$ cat config.mk
export PLATFORM = sky130hd
export DESIGN_NAME = vfls_ctrl
export DESIGN_NICKNAME = d
export VERILOG_FILES = /design/src/vfls_pkg.sv /design/src/vfls_ctrl.sv
export SDC_FILE = /design/constraint.sdc
export NUM_CORES = 1
export LEC_CHECK = 0
export BUFFER_PORTS_ARGS = -buffer_cell sky130_fd_sc_hd__buf_2
export CAP_MARGIN = 20
export CORE_AREA = 5 5 42 44
export DETAILED_ROUTE_END_ITERATION = 8
export DIE_AREA = 0 0 47 49
export PLACE_DENSITY = 0.47
export RECOVER_POWER = 100
export SYNTH_ARGS = -nofsm -noshare
export SYNTH_HDL_FRONTEND = slang
export SYNTH_SLANG_ARGS = --single-unit
$ cat constraint.sdc
create_clock -name clk -period 1.2 [get_ports clk]
set_input_delay 0 -clock clk [delete_from_list [all_inputs] [get_ports clk]]
set_output_delay 0 -clock clk [all_outputs]
set_load 0.02 [all_outputs]
$ cat src/vfls_pkg.sv
// ----------------------------------------------------------------------------
// vfls_pkg
// Types and constants for the framebuffer line scanout block.
// ----------------------------------------------------------------------------
package vfls_pkg;

	// framebuffer geometry
	localparam int WIDTH  = 20;
	localparam int HEIGHT = 30;
	localparam int DEPTH  = WIDTH * HEIGHT;

	// field widths
	localparam int COLOR_W = 8;
	localparam int COL_W   = 5;
	localparam int ROW_W   = 5;
	localparam int LINE_W  = 10;
	localparam int SHIFT_W = 3;
	localparam int CIDX_W  = 2;
	localparam int CDAT_W  = 10;
	localparam int ADDR_W  = $clog2(DEPTH);
	localparam int BROW_W  = $clog2(HEIGHT);

	localparam logic [COLOR_W-1:0] BLACK = '0;

	// opcodes
	localparam logic OP_TICK  = 1'b0;
	localparam logic OP_WRITE = 1'b1;

	// register indexes
	localparam logic [CIDX_W-1:0] REG_TOTAL_LINES = 2'd0;
	localparam logic [CIDX_W-1:0] REG_FIRST_LINE  = 2'd1;
	localparam logic [CIDX_W-1:0] REG_END_LINE    = 2'd2;
	localparam logic [CIDX_W-1:0] REG_ROW_SHIFT   = 2'd3;

	// register reset values
	localparam logic [LINE_W-1:0]  RST_TOTAL_LINES = 10'd525;
	localparam logic [LINE_W-1:0]  RST_FIRST_LINE  = 10'd35;
	localparam logic [LINE_W-1:0]  RST_END_LINE    = 10'd515;
	localparam logic [SHIFT_W-1:0] RST_ROW_SHIFT   = 3'd4;

	typedef enum logic [2:0] {
		ST_CLEAR,
		ST_IDLE,
		ST_EVAL,
		ST_SCAN,
		ST_LAST
	} vfls_state_t;

	// controller -> datapath
	typedef struct packed {
		logic clear_step;
		logic do_write;
		logic do_tick;
		logic eval;
		logic issue_pixel;
		logic issue_last;
	} vfls_cmd_t;

	// datapath -> controller
	typedef struct packed {
		logic clear_done;
		logic scan_ok;
		logic col_last;
		logic advance;
	} vfls_sts_t;

endpackage

$ cat src/vfls_ctrl.sv
// ----------------------------------------------------------------------------
// vfls_ctrl
// Sequencer: clearing pass, item intake, line evaluation and row scan.
// ----------------------------------------------------------------------------
module vfls_ctrl (
	input  logic                clk,
	input  logic                arst_n,
	input  logic                in_valid,
	input  logic                in_opcode,
	output logic                in_ready,
	input  vfls_pkg::vfls_sts_t sts,
	output vfls_pkg::vfls_cmd_t cmd
);
	import vfls_pkg::*;

	vfls_state_t state_q, state_d;

	always_ff @(posedge clk or negedge arst_n) begin
		if (!arst_n) begin
			state_q <= ST_CLEAR;
		end else begin
			state_q <= state_d;
		end
	end

	always_comb begin
		state_d  = state_q;
		cmd      = '0;
		in_ready = 1'b0;
		case (state_q)
			ST_CLEAR: begin
				cmd.clear_step = 1'b1;
				if (sts.clear_done) begin
					state_d = ST_IDLE;
				end
			end
			ST_IDLE: begin
				in_ready = 1'b1;
				if (in_valid) begin
					if (in_opcode == OP_WRITE) begin
						cmd.do_write = 1'b1;
					end else begin
						cmd.do_tick = 1'b1;
						state_d     = ST_EVAL;
					end
				end
			end
			ST_EVAL: begin
				cmd.eval = 1'b1;
				state_d  = ST_SCAN;
			end
			ST_SCAN: begin
				if (!sts.scan_ok) begin
					state_d = ST_LAST;
				end else if (sts.advance) begin
					cmd.issue_pixel = 1'b1;
					if (sts.col_last) begin
						state_d = ST_LAST;
					end
				end
			end
			ST_LAST: begin
				if (sts.advance) begin
					cmd.issue_last = 1'b1;
					state_d        = ST_IDLE;
				end
			end
			default: begin
				state_d = ST_CLEAR;
			end
		endcase
	end

endmodule

Word-level counts from Yosys, hierarchy flattened
Index checks and enable logic that the tools add are counted.

storage, ports and cells
  input port bits = 8
  logic and storage cells = 32
  output and inout port bits = 7
  register bits after elaboration = 3

cells by class
  reductions and logical operators = 2
  eq/ne operators = 10
  mux-type cells = 19

operators with widths
  cell                                                 number
  two-way mux 3 bit                                    7
  case mux 3 bit (5 select lines)                      1
  two-way mux 1 bit                                    9
  != test 2 bit, second input constant                 4
  equality test 3 x 2 -> 1 bit, second input constant  2
  != test 3 bit, second input constant                 2
  AND reduction 6 bit                                  1
  two-way mux 2 bit                                    2
  equality test 3 x 1 -> 1 bit, second input constant  1
  equality test 3 bit, second input constant           1
  logical NOT 3 bit                                    1

Logic depth before layout (Yosys ltp)
Gate-level depths: netlist of the first run.

  word-level depth = 4
  mapped depth = 4
  gate-level depth less buffers = 3

Worst setup path before layout of the first run
No wires, ideal clock.

  kind = register to output
  from = reg state_q[0]
  to = out cmd[4] in the netlist's numbering
  stages on the path, launching flop included = 5
  buffers on the path = 1
  data arrival time = 1.033 ns
  required time = 1.200 ns
  slack = 0.167 ns
  cell sequence = dfrtp_1 buf_6 nor2b_4 and2b_4 and3_1

RTL lines
  what                      RTL line         RTL
  start: declaration        vfls_ctrl.sv:16  vfls_state_t state_q, state_d;
  start signal: assignment  vfls_ctrl.sv:22  state_q <= state_d;
  end: declaration          vfls_ctrl.sv:12  output vfls_pkg::vfls_cmd_t cmd

==> results.ini, run 1 <==
[detailed_routing]
vias = 287
drc = 0
drtAntennaViolNets = 0
wl_per_cell_um = 10.26
drt-initial-drc-count = 2
viasPerCell = 4.221
routed_wl_um = 698
dr.pass1.iters = 4

[final_layout]
diodes = 0
largest_reg_flops = 3
drive_gt1_share_pct = 59.62
fin_area_um2 = 449.2
layout_commonest_cell = buf_2
final_cells = 68
regMostFlops = state_q
layout_common_cells = 8 x buf_2, 7 x buf_4
nets = 61
top_regs = state_q x3
syn2layout_area_growth_pct = 85.05

[floorplanning]
rows = 14
start_util_pct = 17.32
core_area_um2 = 1401
die-area_um2 = 2303
die_h_um = 49
die_w_um = 47
ios = 15

[clock_tree]
clk_pin_slew_ps = 40
clk_latency_ps = 240
tritoncts_num_sinks = 3
htree_levels = 1
root_buffer = clkbuf_4
cts_tree = yes
cts_buffers = 3
clock_path_buffers = 2

[worst_setup_path]
cp_slowest_cell = dfrtp_2
path_max_fanout = 7
arrival_ps = 1250
r2r_slack_ps = 30
r2r_end = state_q[0]$_DFFE_PN0P_
startpoint_type = register
cp-end-kind = output port
endpoint = cmd[4]
path_cells = and2b_4 -> and3_4 -> buf_6
reg2regPathDepth = 3
slowest_delay_ps = 450
critPathLaunch = state_q[2]$_DFFE_PN0P_
r2r_start = state_q[1]$_DFFE_PN0P_
crit_type = register to output port
required_ps = 1200

[timing]
rsz0062_at_grt = yes
worst_pin_slew_ps = 253.7
finalHoldViolCount = 0
fmax_mhz = 801.0
fin_crit_ps = 1248
setup_violations = 3
setup_slack_ps = -48.45
slew-limit-headroom_pct = 82.82
post-route-period-util_pct = 104.0
final-max-slew-violation-count = 0
finalSetupTns_ps = -97.19
finClkSkew_ps = 1.085

[global_route]
antenna_found_initial = 0
grt_usage_pct = 7.828
grt_pass1_vias = 298
grt_start_max_net_pins = 8
grt_first_pass_wirelength_um = 1235
grt.overflow.total = 0

[power_and_ir_drop]
p_leak_uw = 0.0002139
ir_drop_mv = 0.6739
power.total_uw = 1044
powerDensity_nw_per_um2 = 2323

[run_status]
outcome = complete, but fails checks
violations = setup timing

[synth]
syn_nets = 36
syn_area_um2 = 242.7
netlist_instances = 28
ys_ff_latch = 3
yosysSeqAreaShare_pct = 30.93
synth_cell_types = 19
ys.warnings.count = 0
syn_avg_cell_area_um2 = 8.669

[place]
dp_cells = 57
place.port_buffers = 14
gp_congestion = 0.6916
dpl_cell_area_um2 = 321.6
dp_hpwl_um = 448.1
post-place-ws_ps = 56.48

[flow_run]
cap_violations = 0

[min_path]
min_path_type = input port to register

how the worst min path moves through the flow:
stage,start,to,slack [ps],depth (start not counted)
6_report,sts[2],state_q[2]$_DFFE_PN0P_,70,3
3_5_place_dp,arst_n,state_q[2]$_DFFE_PN0P_,-200,1
5_1_grt,arst_n,state_q[2]$_DFFE_PN0P_,100,2
4_1_cts,arst_n,state_q[2]$_DFFE_PN0P_,80,2
3_3_place_gp,arst_n,state_q[2]$_DFFE_PN0P_,-200,1
2_1_floorplan,arst_n,state_q[0]$_DFFE_PN0P_,-300,0
cell families after synthesis:
logic type / after synthesis / share of synthesized area [%]
simple gates: 18 / 49.49
flops: 3 / 30.93
buf+inv: 2 / 6.184
compound gates: 5 / 13.40
stage by stage:
step / hold slack, ps / utilization, %
global route: 97.81 / 32.05
detailed placement: -201.6 / 22.95
finish: 72.98 / 32.05
floorplan: -295.6 / -
CTS: 75.44 / 30.71
global placement: -202.1 / 22.95
layout make-up:
cell class | instances | area, um2
repair buffers | 21 | 150.1
well taps | 16 | 20.02
inverters | 1 | 3.754
fillers | 170 | 952.2
clock buffers | 4 | 26.28
flip-flops and latches | 3 | 78.83
multi-input cells | 23 | 170.2
Yosys cell counts:
cell      n  area [um2]
nand2_1   3       11.26
nor2_1    1       3.750
nor2b_4   2       27.53
o311ai_1  1       8.760
o21a_1    1       7.510
o22ai_1   1       6.260
and2_1    2       12.51
a21oi_1   1       5.000
nand4_1   1       6.260
buf_6     1       11.26
o21ai_0   1       5.000
inv_1     1       3.750
and2b_4   1       10.01
and3_1    1       6.260
nor2b_1   3       18.77
nor3_1    2       10.01
and4_1    1       8.760
nand3_1   1       5.000
dfrtp_1   3       75.07
per-layer routing:
metal | wire length [um] | vias up | track usage [%]
met5 | 0 | - | 0
li1 | - | 146 | -
met1 | 305 | 129 | 9.492
met2 | 340 | 10 | 9.276
met4 | 15 | 0 | 8.295
met3 | 36 | 2 | 3.321
worst max-delay path, delay by kind of cell, from the launching register on:
| family | cells | cell delay (ps) |
|---|---|---|
| buffers and inverters | 1 | 110 |
| and+or+nand+nor | 2 | 450 |
| DFF | 1 | 450 |
repair_timing:
item,CTS,global route
cloned,0,0
buffers inserted,5,0
endpoints found under the hold margin,4,0
pin swaps,1,1
resized for setup,10,6
endpoints found under the setup margin,6,7
hold buffers,2,0
power by group:
group	switching [uW]	leakage [uW]	internal [uW]
clock network	60.9	0.0000150	125
logic	296	0.000165	353
registers	59.8	0.0000340	149
Power figures use the tool's default switching activity.
==> run 2: changes to the inputs <==
- SKIP_CTS_REPAIR_TIMING: not set -> 1
==> run 2 against run 1 <==
  * The flow still finishes with violations (setup timing)
  * Setup slack about the same
  * Highest routed layer is now met3
  * Sequential power grew 11%
  * Clock skew rose by 1.5 ps
  * Critical path depth is 1 higher
  * Maximum frequency barely moved
  * Sequential cell count did not move
  * Wire length down 9.2%
  * Cell count down 5.9%
  * Sequential share of layout area grew 1.6 points
==> results.ini, run 2 (synthesized netlist as in run 1, its figures left out) <==
[run_status]
outcome = complete, but fails checks
violations = setup timing

[clock_tree]
clk_pin_slew_ps = 40
tritoncts_num_sinks = 3
clock_path_buffers = 2
htree_levels = 1
cts_tree = yes
root_buffer = clkbuf_4
clk_latency_ps = 230
cts_buffers = 3

[global_route]
antenna_found_initial = 0
grt_first_pass_wirelength_um = 1035
grt.overflow.total = 0
grt_usage_pct = 6.911
grt_pass1_vias = 258
grt_start_max_net_pins = 11

[detailed_routing]
drc = 0
wl_per_cell_um = 9.906
dr.pass1.iters = 1
drt-initial-drc-count = 0
vias = 268
routed_wl_um = 634
viasPerCell = 4.188
drtAntennaViolNets = 0

[place]
dp_hpwl_um = 448.1
post-place-ws_ps = 56.48
dpl_cell_area_um2 = 321.6
gp_congestion = 0.6916
dp_cells = 57
place.port_buffers = 14

[worst_setup_path]
cp-end-kind = output port
required_ps = 1200
startpoint_type = register
path_max_fanout = 7
crit_type = register to output port
arrival_ps = 1250

[power_and_ir_drop]
powerDensity_nw_per_um2 = 2313
p_leak_uw = 0.0001954
ir_drop_mv = 0.6888

[timing]
post-route-period-util_pct = 104.0
slew-limit-headroom_pct = 83.18
finalHoldViolCount = 0
setup_slack_ps = -48.21
whs_ps = 2.854
finClkSkew_ps = 2.538
fmax_mhz = 801.1
rsz0062_at_grt = yes
finalSetupTns_ps = -73.85
setup_violations = 2
final-max-slew-violation-count = 0
fin_crit_ps = 1248
worst_pin_slew_ps = 248.4

[final_layout]
layout_commonest_cell = buf_2
final_cells = 64
top_regs = state_q x3
syn2layout_area_growth_pct = 69.59
diodes = 0
fin_area_um2 = 411.6
largest_reg_flops = 3
nets = 57
drive_gt1_share_pct = 56.25
regMostFlops = state_q
nFillCells = 171

[floorplanning]
start_util_pct = 17.32
die-area_um2 = 2303
die_h_um = 49
ios = 15
core_area_um2 = 1401
rows = 14
die_w_um = 47

[flow_run]
cap_violations = 0

[min_path]
min_path_type = input port to register

## run 2: report_power, final
part           internal, uW  switching (uW)
Sequential              150            82.3
Clock                   125            55.7
Combinational           292             247
Total                   567             385
## run 2: final timing paths
kind | from | to | slack, ps | cells after the start
max | state_q[1]$_DFFE_PN0P_ | cmd[4] | -50 | 4
min | sts[0] | state_q[2]$_DFFE_PN0P_ | 3 | 2
max in group asynchronous | arst_n | state_q[2]$_DFFE_PN0P_ | 930 | 2
max reg2reg | state_q[0]$_DFFE_PN0P_ | state_q[0]$_DFFE_PN0P_ | 140 | 3
min in group asynchronous | arst_n | state_q[1]$_DFFE_PN0P_ | 100 | 2
min reg2reg | state_q[2]$_DFFE_PN0P_ | state_q[1]$_DFFE_PN0P_ | 580 | 1
## run 2: final cells by class
cell class | count | area [um2] | share of cell area (%)
inverter | 1 | 3.754 | 0.9119
tap | 16 | 20.02 | 4.863
clock buffer | 4 | 26.28 | 6.383
timing repair buffer | 17 | 115.1 | 27.96
multi-input combinational | 23 | 167.7 | 40.73
sequential | 3 | 78.83 | 19.15
## run 2: critical path, cell delays in order (launching register included)
cell and delay (ps):
dfrtp_2 450, nor2b_4 130, and2b_4 160, and3_4 170, buf_6 110
## run 2: stage by stage
stage               power, uW  utilization [%]
finish                  952.1            29.38
global route             1045            29.38
CTS                     838.5            24.82
detailed placement      649.7            22.95
global placement        655.3            22.95
floorplan               560.5                -
## run 2: layer usage
metal / vias to the layer above / GRT usage, % / share of wire [%]
met5: - / 0 / 0
met4: 0 / 8.295 / 0
met3: 0 / 3.321 / 4.1
met2: 8 / 7.919 / 51
met1: 121 / 7.947 / 45
li1: 139 / - / -
==> run 3: changes to the inputs <==
- CORE_AREA: 5 5 42 44 -> 2 2 39 41
- DIE_AREA: 0 0 47 49 -> 0 0 41 43
==> run 3 against run 2 <==
  * The flow still finishes with violations (setup timing)
  * Clock skew hardly changed
  * Cell area increased by 0.61%
  * Critical path type unchanged
  * Maximum frequency increased by 0.40%
  * Global-route usage is 1.7 points higher
  * Largest cell class unchanged
  * Core utilization increased by 0.55 points
  * Total power decreased by 0.47%
  * Wire length shrank 1.6%
  * Clock power shrank 3%
  * First-iteration DRC count did not move
==> results.ini, run 3 (synthesized netlist as in run 1, its figures left out) <==
[detailed_routing]
highest_layer = met3
wl_met3_um = 33
wl_met2_um = 324
drt-initial-drc-count = 0
viasPerCell = 4.076
routed_wl_um = 624
drtAntennaViolNets = 0
vias = 269
drc = 0
wl_per_cell_um = 9.455
dr.pass1.iters = 1
met1_length_um = 266

[flow_run]
cap_violations = 0

[worst_setup_path]
arrival_ps = 1240
crit_buf_inv = 1
cp_slowest_cell = dfrtp_2
path_cells = nor2b_4 -> and2b_4 -> and2_1 -> buf_6
required_ps = 1200
slowest_delay_ps = 440
startpoint_type = register
crit_family = simple AND/OR/NAND/NOR gates
cp-end-kind = output port
crit_type = register to output port
path_max_fanout = 6

[timing]
final-max-slew-violation-count = 0
finClkSkew_ps = 2.360
worst_pin_slew_ps = 246.8
setup_slack_ps = -43.22
finalHoldViolCount = 0
fmax_mhz = 804.4
fin_crit_ps = 1243
setup_violations = 2
rsz0062_at_grt = yes
slew-limit-headroom_pct = 83.29
whs_ps = 14.28
post-route-period-util_pct = 103.6

[clock_tree]
clock_path_buffers = 2
clk_latency_ps = 230
cts_buffers = 3
cts_tree = yes
htree_levels = 1
root_buffer = clkbuf_4
tritoncts_num_sinks = 3
clk_pin_slew_ps = 40

[final_layout]
layout_commonest_cell = buf_2
largest_reg_flops = 3
regMostFlops = state_q
regArea_um2 = 78.83
diodes = 0
nFillCells = 154
layout_common_cells = 10 x buf_2, 4 x buf_4
drive_gt1_share_pct = 54.00
top_regs = state_q x3
multi_input_area_um2 = 157.7
final_cells = 66
nets = 59
fin_area_um2 = 414.1
syn2layout_area_growth_pct = 70.62

[power_and_ir_drop]
ir_drop_mv = 0.5808
power.total_uw = 947.6
powerDensity_nw_per_um2 = 2288
p_leak_uw = 0.0002022

[global_route]
grt_first_pass_wirelength_um = 924
antenna_found_initial = 0
grt_pass1_vias = 226
grt_usage_pct = 8.661
grt_start_max_net_pins = 9
grt.overflow.total = 0

[place]
gp_congestion = 0.6853
dp_hpwl_um = 409.4
dp_cells = 58
post-place-ws_ps = 103.6
dpl_cell_area_um2 = 329.1
place.port_buffers = 14

[floorplanning]
core_area_um2 = 1384
ios = 15
die_w_um = 41
rows = 14
die_h_um = 43
die-area_um2 = 1763
start_util_pct = 17.54

[run_status]
outcome = complete, but fails checks
violations = setup timing

[min_path]
min_path_type = input port to register

run 3: changes by cell type in the layout (fill, tap and decap cells not counted), sizes merged:
| cell | before | now |
|---|---|---|
| buf | 15 | 17 |
run 3: metal layers:
layer  vias to the layer above  global-route usage, %
met1                       117                  10.39
met5                         -                      0
met3                         0                  3.665
li1                        144                      -
met4                         0                  10.00
met2                         8                  10.00
run 3: worst paths after layout:
kind | end | slack (ps) | startpoint | cells after the start
hold / removal | state_q[2]$_DFFE_PN0P_ | 10 | sts[0] | 2
setup reg to reg | state_q[0]$_DFFE_PN0P_ | 120 | state_q[1]$_DFFE_PN0P_ | 4
setup / recovery | cmd[3] | -40 | state_q[0]$_DFFE_PN0P_ | 4
hold reg to reg | state_q[1]$_DFFE_PN0P_ | 590 | state_q[2]$_DFFE_PN0P_ | 1
max in group asynchronous | state_q[1]$_DFFE_PN0P_ | 930 | arst_n | 2
min in group asynchronous | state_q[0]$_DFFE_PN0P_ | 100 | arst_n | 2
run 3: area by class of cell:
cell class	count	area share [%]
Multi-Input combinational cell	23	38.07
Timing Repair Buffer	19	30.82
Sequential cell	3	19.03
Clock buffer	4	6.344
Tap cell	16	4.834
Inverter	1	0.9063
run 3: report_power, final:
group          switching (uW)  total [uW]  internal, uW
registers                81.9         232           150
logic                     245         540           295
clock network            50.8         175           125
run 3: metrics by stage:
step	util [%]	setup TNS [ps]
after floorplan	-	0
after global placement	23.78	0
after detailed placement	23.78	0
after CTS	25.68	-481.7
after global routing	29.93	-267.0
final	29.93	-79.22
